$ cat src/sv/assert_macros.svh
// Assertion helpers used by the RTL
`ifndef ASSERT_MACROS_SVH
`define ASSERT_MACROS_SVH

// Check that cond holds every clock edge outside reset
`define ASSERT_ALWAYS(label, clk, rst, cond, msg) \
   label: assert property (@(posedge clk) disable iff (rst) (cond)) else $error(msg);

// Check that ante implies cons in the next cycle
`define ASSERT_NEXT(label, clk, rst, ante, cons, msg) \
   label: assert property (@(posedge clk) disable iff (rst) (ante) |=> (cons)) \
      else $error(msg);

`endif

$ cat src/sv/tfsq_pkg.sv
package tfsq_pkg;

   localparam int FACT_DEPTH     = 64;
   localparam int VARIABLE_SLOTS = 8;
   localparam int HIT_LIMIT      = 16;
   localparam int IDX_W          = $clog2(FACT_DEPTH);

   typedef enum logic [1:0] {
      CMD_ADD   = 2'd0,
      CMD_QUERY = 2'd1,
      CMD_CLEAR = 2'd2,
      CMD_BAD   = 2'd3
   } cmd_type;

   typedef enum logic [2:0] {
      ST_OK       = 3'd0,
      ST_NOCHANGE = 3'd1,
      ST_FULL     = 3'd2,
      ST_BADARG   = 3'd3,
      ST_CONTRA   = 3'd4,
      ST_NOEVID   = 3'd5,
      ST_AMBIG    = 3'd6
   } status_type;

   typedef enum logic [2:0] {
      AK_NONE    = 3'd0,
      AK_ABSENT  = 3'd1,
      AK_DIRECT  = 3'd2,
      AK_AMBIG   = 3'd3,
      AK_CONTRA  = 3'd4
   } answer_type;

   typedef enum logic [1:0] {
      S_IDLE = 2'd0,
      S_SCAN = 2'd1,
      S_DONE = 2'd2
   } state_type;

   typedef struct packed {
      logic [15:0] s;
      logic [15:0] p;
      logic [15:0] o;
      logic        neg;
   } fact_type;

   typedef struct packed {
      logic [1:0]  command;
      logic [15:0] subject_value;
      logic        subject_is_variable;
      logic [15:0] predicate_value;
      logic        predicate_is_variable;
      logic [15:0] object_value;
      logic        object_is_variable;
      logic        negated;
   } req_type;

   typedef struct packed {
      logic [2:0]  status;
      logic [2:0]  answer_kind;
      logic [15:0] found_subject;
      logic [15:0] found_predicate;
      logic [15:0] found_object;
      logic        found_negated;
      logic [7:0]  found_index;
      logic [7:0]  match_count;
      logic [7:0]  stored_facts;
      logic [15:0] contradiction_total;
   } rsp_type;

   // What one cell reports about its fact against the current pattern
   typedef struct packed {
      logic live;
      logic exact;
      logic opposite;
      logic hit;
      logic opp_hit;
   } cell_flags_type;

   // Match a pattern (with per-fact variable binding) against a fact
   function automatic logic pattern_fits(req_type q, logic neg, fact_type f);
      logic ok;
      ok = (f.neg == neg);
      if (!q.subject_is_variable && q.subject_value != f.s) ok = 1'b0;
      if (!q.predicate_is_variable && q.predicate_value != f.p) ok = 1'b0;
      if (!q.object_is_variable && q.object_value != f.o) ok = 1'b0;
      if (q.subject_is_variable && q.predicate_is_variable &&
          q.subject_value == q.predicate_value && f.s != f.p) ok = 1'b0;
      if (q.subject_is_variable && q.object_is_variable &&
          q.subject_value == q.object_value && f.s != f.o) ok = 1'b0;
      if (q.predicate_is_variable && q.object_is_variable &&
          q.predicate_value == q.object_value && f.p != f.o) ok = 1'b0;
      return ok;
   endfunction

endpackage

$ cat src/sv/tfsq_if.sv
interface tfsq_req_if (input logic clock);
   logic             valid;
   logic             ready;
   tfsq_pkg::req_type payload;
   modport source (output valid, output payload, input ready);
   modport sink   (input valid, input payload, output ready);
endinterface

interface tfsq_rsp_if (input logic clock);
   logic             valid;
   logic             ready;
   tfsq_pkg::rsp_type payload;
   modport source (output valid, output payload, input ready);
   modport sink   (input valid, input payload, output ready);
endinterface

$ cat src/sv/triple_fact_store_query_top.sv
// Channel | Dir | Payload
// req     | in  | tfsq_pkg::req_type (command, pattern or fact)
// rsp     | out | tfsq_pkg::rsp_type (status, answer, first match, counts)
//
// Facts sit in a ring of FACT_DEPTH cells that rotates one place per cycle
// while an add or query scans. Add and query scan one full rotation (index 0
// at the read point first), then report through the output register. Clear and
// bad commands pass through the scan state without rotating the ring.
// An add writes its fact into the cell at the fill count as it reports.
// Reset empties the ring and counters at once; no clearing pass.
// A finished word holds in the output register until taken; the next word
// is accepted from the cycle after the result has left.
`include "assert_macros.svh"
module triple_fact_store_query_top (
   input logic clock,
   input logic reset,
   tfsq_req_if.sink   req,
   tfsq_rsp_if.source rsp
);
   localparam int D = tfsq_pkg::FACT_DEPTH;
   localparam int W = tfsq_pkg::IDX_W + 1;

   tfsq_pkg::state_type state_ff, state_in;
   tfsq_pkg::req_type   cmd_ff, cmd_in;
   logic [W-1:0]        step_ff, step_in;
   logic [7:0]          total_ff, total_in;
   logic [15:0]         contra_ff, contra_in;
   logic [7:0]          hits_ff, hits_in, opp_ff, opp_in;
   logic                first_ok_ff, first_ok_in, dup_ff, dup_in;
   logic [15:0]         nopp_ff, nopp_in;
   logic [7:0]          first_idx_ff, first_idx_in;
   tfsq_pkg::fact_type  first_ff, first_in;
   tfsq_pkg::rsp_type   out_ff, out_in;
   logic                out_valid_ff, out_valid_in;

   logic                shift, clear_all, add_now, bad_slot;
   tfsq_pkg::fact_type  new_fact;
   logic                live_w [D];
   tfsq_pkg::fact_type  fact_w [D];
   tfsq_pkg::cell_flags_type flags_w [D];
   tfsq_pkg::cell_flags_type head;
   logic [8:0]          sum;
   logic [16:0]         csum;

   // ring of cells: cell 0 is the read point, fed from cell 1; the last cell is fed from cell 0
   for (genvar g = 0; g < D; g++) begin : g_ring
      tfsq_cell u_cell (
         .clock     (clock),
         .reset     (reset),
         .shift     (shift),
         .clear     (clear_all),
         .append    (add_now && (total_ff == 8'(g))),
         .new_fact  (new_fact),
         .prev_live (live_w[(g + 1) % D]),
         .prev_fact (fact_w[(g + 1) % D]),
         .pattern   (cmd_ff),
         .live      (live_w[g]),
         .fact      (fact_w[g]),
         .flags     (flags_w[g])
      );
   end

   assign head = flags_w[0];
   assign new_fact = '{s: cmd_ff.subject_value, p: cmd_ff.predicate_value,
                       o: cmd_ff.object_value, neg: cmd_ff.negated};
   assign bad_slot =
      (cmd_ff.subject_is_variable &&
       cmd_ff.subject_value >= 16'(tfsq_pkg::VARIABLE_SLOTS)) ||
      (cmd_ff.predicate_is_variable &&
       cmd_ff.predicate_value >= 16'(tfsq_pkg::VARIABLE_SLOTS)) ||
      (cmd_ff.object_is_variable &&
       cmd_ff.object_value >= 16'(tfsq_pkg::VARIABLE_SLOTS));
   assign sum  = {1'b0, hits_ff} + {1'b0, opp_ff};
   assign csum = {1'b0, contra_ff} + 17'(nopp_ff);

   // write the new fact into the cell whose index equals the fill count
   assign add_now = (state_ff == tfsq_pkg::S_DONE) && (cmd_ff.command == tfsq_pkg::CMD_ADD)
                    && !dup_ff && (total_ff < 8'(D));

   assign req.ready   = (state_ff == tfsq_pkg::S_IDLE) && !out_valid_ff;
   assign rsp.valid   = out_valid_ff;
   assign rsp.payload = out_ff;

   always_ff @(posedge clock) begin
      if (reset) begin
         state_ff     <= tfsq_pkg::S_IDLE;
         total_ff     <= '0;
         contra_ff    <= '0;
         out_valid_ff <= 1'b0;
      end else begin
         state_ff     <= state_in;
         total_ff     <= total_in;
         contra_ff    <= contra_in;
         out_valid_ff <= out_valid_in;
      end
      cmd_ff       <= cmd_in;
      step_ff      <= step_in;
      hits_ff      <= hits_in;
      opp_ff       <= opp_in;
      first_ok_ff  <= first_ok_in;
      dup_ff       <= dup_in;
      nopp_ff      <= nopp_in;
      first_idx_ff <= first_idx_in;
      first_ff     <= first_in;
      out_ff       <= out_in;
   end

   // sequencer: rotate the ring once per add or query, gather, then report
   always_comb begin
      state_in     = state_ff;
      cmd_in       = cmd_ff;
      step_in      = step_ff;
      total_in     = total_ff;
      contra_in    = contra_ff;
      hits_in      = hits_ff;
      opp_in       = opp_ff;
      first_ok_in  = first_ok_ff;
      dup_in       = dup_ff;
      nopp_in      = nopp_ff;
      first_idx_in = first_idx_ff;
      first_in     = first_ff;
      out_in       = out_ff;
      out_valid_in = out_valid_ff;
      shift        = 1'b0;
      clear_all    = 1'b0;
      if (rsp.valid && rsp.ready) begin
         out_valid_in = 1'b0;
      end
      unique case (state_ff)
         tfsq_pkg::S_IDLE: begin
            if (req.valid && req.ready) begin
               cmd_in      = req.payload;
               step_in     = '0;
               hits_in     = '0;
               opp_in      = '0;
               first_ok_in = 1'b0;
               dup_in      = 1'b0;
               nopp_in     = '0;
               first_idx_in = '0;
               first_in    = '0;
               state_in    = tfsq_pkg::S_SCAN;
            end
         end
         tfsq_pkg::S_SCAN: begin
            if (cmd_ff.command == tfsq_pkg::CMD_ADD ||
                cmd_ff.command == tfsq_pkg::CMD_QUERY) begin
               shift = 1'b1;
               if (head.exact) dup_in = 1'b1;
               if (head.opposite && nopp_ff != 16'hFFFF) nopp_in = nopp_ff + 16'd1;
               if (head.hit) begin
                  if (!first_ok_ff) begin
                     first_ok_in  = 1'b1;
                     first_idx_in = 8'(step_ff);
                     first_in     = fact_w[0];
                  end
                  if (hits_ff < 8'(tfsq_pkg::HIT_LIMIT)) hits_in = hits_ff + 8'd1;
               end
               if (head.opp_hit && opp_ff < 8'(tfsq_pkg::HIT_LIMIT)) opp_in = opp_ff + 8'd1;
               step_in = step_ff + W'(1);
               if (step_ff == W'(D - 1)) state_in = tfsq_pkg::S_DONE;
            end else begin
               state_in = tfsq_pkg::S_DONE;
            end
         end
         tfsq_pkg::S_DONE: begin
            out_in = '0;
            unique case (cmd_ff.command)
               tfsq_pkg::CMD_ADD: begin
                  if (dup_ff) begin
                     out_in.status = tfsq_pkg::ST_NOCHANGE;
                  end else if (total_ff >= 8'(D)) begin
                     out_in.status = tfsq_pkg::ST_FULL;
                  end else begin
                     out_in.status = tfsq_pkg::ST_OK;
                     total_in = total_ff + 8'd1;
                     contra_in = csum[16] ? 16'hFFFF : csum[15:0];
                  end
               end
               tfsq_pkg::CMD_QUERY: begin
                  if (bad_slot) begin
                     out_in.status = tfsq_pkg::ST_BADARG;
                  end else if (hits_ff != 8'd0 && opp_ff != 8'd0) begin
                     out_in.status      = tfsq_pkg::ST_CONTRA;
                     out_in.answer_kind = tfsq_pkg::AK_CONTRA;
                     out_in.match_count = sum[8] ? 8'hFF : sum[7:0];
                  end else if (hits_ff == 8'd0) begin
                     out_in.status      = tfsq_pkg::ST_NOEVID;
                     out_in.answer_kind = tfsq_pkg::AK_ABSENT;
                  end else if (hits_ff > 8'd1) begin
                     out_in.status      = tfsq_pkg::ST_AMBIG;
                     out_in.answer_kind = tfsq_pkg::AK_AMBIG;
                     out_in.match_count = hits_ff;
                  end else begin
                     out_in.status      = tfsq_pkg::ST_OK;
                     out_in.answer_kind = tfsq_pkg::AK_DIRECT;
                     out_in.match_count = 8'd1;
                  end
                  if (!bad_slot && hits_ff != 8'd0) begin
                     out_in.found_subject   = first_ff.s;
                     out_in.found_predicate = first_ff.p;
                     out_in.found_object    = first_ff.o;
                     out_in.found_negated   = first_ff.neg;
                     out_in.found_index     = first_idx_ff;
                  end
               end
               tfsq_pkg::CMD_CLEAR: begin
                  out_in.status = tfsq_pkg::ST_OK;
                  clear_all = 1'b1;
                  total_in  = '0;
                  contra_in = '0;
               end
               default: begin
                  out_in.status = tfsq_pkg::ST_BADARG;
               end
            endcase
            out_in.stored_facts        = total_in;
            out_in.contradiction_total = contra_in;
            out_valid_in = 1'b1;
            state_in     = tfsq_pkg::S_IDLE;
         end
         default: state_in = tfsq_pkg::S_IDLE;
      endcase
   end

   `ASSERT_ALWAYS(a_count_range, clock, reset, total_ff <= 8'(D), "fill count beyond depth")
   `ASSERT_NEXT(a_busy_blocks, clock, reset, state_ff == tfsq_pkg::S_SCAN, !req.ready,
                "word accepted mid scan")
   `ASSERT_NEXT(a_done_reports, clock, reset, state_ff == tfsq_pkg::S_DONE, rsp.valid,
                "no result after scan")
endmodule

$ cat src/sv/tfsq_cell.sv
// One slot of the fact chain: holds a fact, compares it with the pattern
module tfsq_cell (
   input  logic               clock,
   input  logic               reset,
   input  logic               shift,
   input  logic               clear,
   input  logic               append,
   input  tfsq_pkg::fact_type new_fact,
   input  logic               prev_live,
   input  tfsq_pkg::fact_type prev_fact,
   input  tfsq_pkg::req_type  pattern,
   output logic               live,
   output tfsq_pkg::fact_type fact,
   output tfsq_pkg::cell_flags_type flags
);
   logic               live_ff, live_in;
   tfsq_pkg::fact_type fact_ff, fact_in;
   tfsq_pkg::fact_type probe;

   // drop on clear, take the new fact on append, else advance on shift
   always_comb begin
      live_in = live_ff;
      fact_in = fact_ff;
      if (clear) begin
         live_in = 1'b0;
      end else if (append) begin
         live_in = 1'b1;
         fact_in = new_fact;
      end else if (shift) begin
         live_in = prev_live;
         fact_in = prev_fact;
      end
   end

   always_ff @(posedge clock) begin
      if (reset) begin
         live_ff <= 1'b0;
      end else begin
         live_ff <= live_in;
      end
      fact_ff <= fact_in;
   end

   // compare the fact at this cell
   always_comb begin
      probe.s   = pattern.subject_value;
      probe.p   = pattern.predicate_value;
      probe.o   = pattern.object_value;
      probe.neg = pattern.negated;
      flags.live     = live_ff;
      flags.exact    = live_ff && (fact_ff == probe);
      flags.opposite = live_ff && (fact_ff.s == probe.s) && (fact_ff.p == probe.p)
                       && (fact_ff.o == probe.o) && (fact_ff.neg != probe.neg);
      flags.hit      = live_ff && tfsq_pkg::pattern_fits(pattern, pattern.negated, fact_ff);
      flags.opp_hit  = live_ff && tfsq_pkg::pattern_fits(pattern, ~pattern.negated, fact_ff);
   end

   assign live = live_ff;
   assign fact = fact_ff;
endmodule

$ cat src/flat_wrapper.sv
// flat-port wrapper written by rule: the top's interface ports become plain ports
module triple_fact_store_query_top_flat 
  (clock, reset, req_valid, req_payload, req_ready, rsp_valid, rsp_payload, rsp_ready);
  tfsq_req_if req_i (.clock(clock));
  tfsq_rsp_if rsp_i (.clock(clock));
  input logic clock;
  input logic reset;
  input wire logic [$bits(req_i.valid)-1:0] req_valid;
  input wire logic [$bits(req_i.payload)-1:0] req_payload;
  output wire logic [$bits(req_i.ready)-1:0] req_ready;
  output wire logic [$bits(rsp_i.valid)-1:0] rsp_valid;
  output wire logic [$bits(rsp_i.payload)-1:0] rsp_payload;
  input wire logic [$bits(rsp_i.ready)-1:0] rsp_ready;
  assign req_i.valid = req_valid;
  assign req_i.payload = req_payload;
  assign req_ready = req_i.ready;
  assign rsp_valid = rsp_i.valid;
  assign rsp_payload = rsp_i.payload;
  assign rsp_i.ready = rsp_ready;
  triple_fact_store_query_top u_core (.clock(clock), .reset(reset), .req(req_i), .rsp(rsp_i));
endmodule
$ cat config.mk
export PLATFORM = sky130hd
export DESIGN_NAME = triple_fact_store_query_top_flat
export DESIGN_NICKNAME = d
export VERILOG_FILES = /design/src/sv/tfsq_pkg.sv /design/src/sv/tfsq_if.sv /design/src/sv/triple_fact_store_query_top.sv /design/src/sv/tfsq_cell.sv /design/src/flat_wrapper.sv
export VERILOG_INCLUDE_DIRS = /design/src /design/src/sv
export SDC_FILE = /design/constraint.sdc
export NUM_CORES = 2
export LEC_CHECK = 0
export ABC_AREA = 1
export ABC_CLOCK_PERIOD_IN_PS = 5000
export BUFFER_PORTS_ARGS = -buffer_cell sky130_fd_sc_hd__buf_4
export CAP_MARGIN = 30
export CELL_PAD_IN_SITES_DETAIL_PLACEMENT = 1
export CELL_PAD_IN_SITES_GLOBAL_PLACEMENT = 1
export CORE_ASPECT_RATIO = 1.1
export CORE_UTILIZATION = 40
export CTS_BUF_LIST = sky130_fd_sc_hd__clkbuf_2
export CTS_CLUSTER_SIZE = 8
export DETAILED_ROUTE_END_ITERATION = 10
export MAX_ROUTING_LAYER = met4
export PLACE_DENSITY = 0.64
export SYNTH_ARGS = -nofsm -noshare
export SYNTH_HDL_FRONTEND = slang
export SYNTH_SLANG_ARGS = --single-unit
$ cat constraint.sdc
create_clock -name clock -period 5 [get_ports clock]
set_input_delay 0.25 -clock clock [delete_from_list [all_inputs] [get_ports clock]]
set_output_delay 0.25 -clock clock [all_outputs]
set_load 0.01 [all_outputs]
==> out/summary.txt <==
outcome: finished clean
Die Height: 634 um
met2 GRT Util: 45.2%
RSZ-0062 raised after global routing: no
Worst VDD drop: 0.000238 V
# IOs: 155
H-tree Lvls: 6
Worst setup EP type: flop
setup bufs post-CTS: 0
pin count of the biggest net entering global routing: 106
Routed WL per cell: 26.5 um
Slew headroom: 29.5%
grt total ovfl: 0
nets@finish: 13300
clock sink count: 3472
die width: 577 um
sequential share of the synthesized area: 71.1%
max_cap viols: 0
synth top area cells: edfxtp_1, nand2_1, o21ai_0
Post-synth EDFFs: 3381
fin worst setup slack: 0.986 ns
most common cell after layout, fill and taps aside: nand2_1
CTS tree: built
Place WS: 1.11 ns
# hold bufs at CTS: 238
Hold Violations, Final: 0
Post-Syn Instances: 12600
clk root buf: clkbuf_2
vias in the first global route: 108000
Yosys warnings: 0
synthesized area: 145000 um^2
leakage power: 0.0632 uW
Remaining DRCs: 0
Port Buffers: 153
Post-synth top flop: edfxtp_1
Setup Crit Path Kind: reg -> reg
detailed placement HPWL: 306000 um
DRT iter0 DRCs: 9075
max frequency: 249 MHz
share of post-route cells with drive strength above 1: 15.1%
# resized after CTS: 0
Yosys top cell area share: 69.9%
PD cells: 358 nW/um^2
CP max FO: 31
max-slew violations: 0
total number of vias: 103000
die area: 366000 um^2
Pre-antenna DRT Iters: 6
Distinct cells, synth: 49
gpl congestion: 0.878
Tmin final: 4.01 ns
grt met3 use: 4.24%
Top Usage Layer GRT: met2
final worst-path cycle share: 80.3%
syn_nets: 12700
drt via density: 5.53
post-route ant nets: 0
crit path from: u_core.total_ff[1]
Synth Register Bits: 3472
Area growth syn-to-layout: 11.2%
reg2reg start: u_core.total_ff[1]
Hold Crit Class: in -> reg
Startpoint Class: flop
min-delay src: req_payload[5]
FFs w/ async S/R, synth: 0%
area leader, netlist: edfxtp_1
Required @ worst endpoint: 6.81 ns
FP Rows: 231
first-pass GRT wire length: 729000 um
Num CTS Buffers: 870
worst slew pin tran: 1.06 ns
area of the core: 361000 um^2
Starting Density: 40.3%
commonest non-fill, non-tap cells in the layout: nand2_1, edfxtp_1, o21ai_0
met1 Track Usage GR: 35.3%
WL final: 493000 um
Final setup viols: 0
clock slew at reported path FFs: 0.17 ns
total global-route track usage: 27.5%
Setup Skew: 0.217 ns
Arrival @ worst endpoint: 5.82 ns
initial antenna violation count: 28
Clk Latency, worst-skew pair: 2.34 ns
Max clock buf depth: 4
Avg Cell Area, Syn: 11.5 um^2
Setup TNS: 0 ns
[where the power goes]
group | switching [uW] | leakage [uW] | internal, uW
clock | 12400 | 0.00588 | 7390
combinational | 3250 | 0.0255 | 1010
sequential | 539 | 0.0317 | 33200
total | 16100 | 0.0632 | 41600
[Yosys cell counts (all sizes together) (4+ instances only)]
master,instances
xnor2,32
inv,311
edfxtp,3381
clkinv,8
o21a,4
o211ai,5
xor2,35
o21ai,3209
dfxtp,91
a21oi,192
nor2,355
nor3,22
clkbuf,804
nand4,75
nor4,4
a31oi,18
buf,263
nand2,3726
ha,35
nand3,48
[worst max-delay path: stages (launching register included)]
cell     delay (ns)
dfxtp_1        0.39
inv_1          0.15
ha_2           0.80
nand2_1        0.12
nor2_1         0.68
nand2_1        0.22
nand2_2        0.72
buf_4          0.45
[sequential cells by signal, summed over array words and instances, names as in the netlist]
name and flops:
u_core.g_ring.u_cell.fact 3136, u_core.rsp.payload 94, u_core.g_ring.u_cell.live 64, u_core.cmd_ff 54, u_core.first_ff 49, u_core.contra_ff 16, u_core.nopp_ff 16, u_core.hits_ff 8
u_core.opp_ff 8, u_core.total_ff 8, u_core.first_idx_ff 7, u_core.step_ff 7, u_core.state_ff 2, u_core.dup_ff 1, u_core.first_ok_ff 1, u_core.rsp.valid 1
[cells by family after synthesis]
logic type	synth area share [%]
AOI/OAI and AO/OA	11.9
xor gates and xnor gates	0.404
adders and majority gates	0.329
buffers and inverters	4.50
DFF	71.1
other	0.00258
and+or+nand+nor	11.8
[routing by layer]
metal	vias up	wire length [um]
met5	-	0
met4	0	12500
met3	744	29400
met2	3251	241000
met1	53100	210000
li1	45900	-
[path summary, 6_finish.rpt]
check | slack, ns | end | cells after the start
setup / recovery | 0.99 | u_core.g_ring[8].u_cell.fact[8] | 7
hold / removal | 0.36 | u_core.cmd_ff[5] | 5
setup reg to reg | 0.99 | u_core.g_ring[8].u_cell.fact[8] | 7
hold reg to reg | 0.43 | u_core.g_ring[22].u_cell.fact[1] | 2
[per-stage QoR]
| step | hold slack [ns] | utilization (%) | std cells | area (um^2) | power, uW |
|---|---|---|---|---|---|
| floorplan | 0.349 | - | 12600 | 145000 | 36300 |
| global placement | 0.432 | 41.9 | 16900 | 151000 | 38400 |
| detailed placement | 0.430 | 42.0 | 16900 | 151000 | 38500 |
| CTS | 0.0127 | 44.8 | 18600 | 161000 | 58300 |
| global route | 0.187 | 44.8 | 18600 | 162000 | 60000 |
| finish | 0.359 | 44.8 | 18600 | 162000 | 57800 |
[cell type report]
class	count	area, um^2
Antenna cell	20	50.0
Clock buffer	1271	6360
Clock inverter	213	1280
Fill cell	39000	199000
Inverter	319	1330
Multi-Input combinational cell	7783	35700
Sequential cell	3472	103000
Tap cell	4776	5980
Timing Repair Buffer	766	7530
No activity file was read; power rests on OpenSTA's default activity.
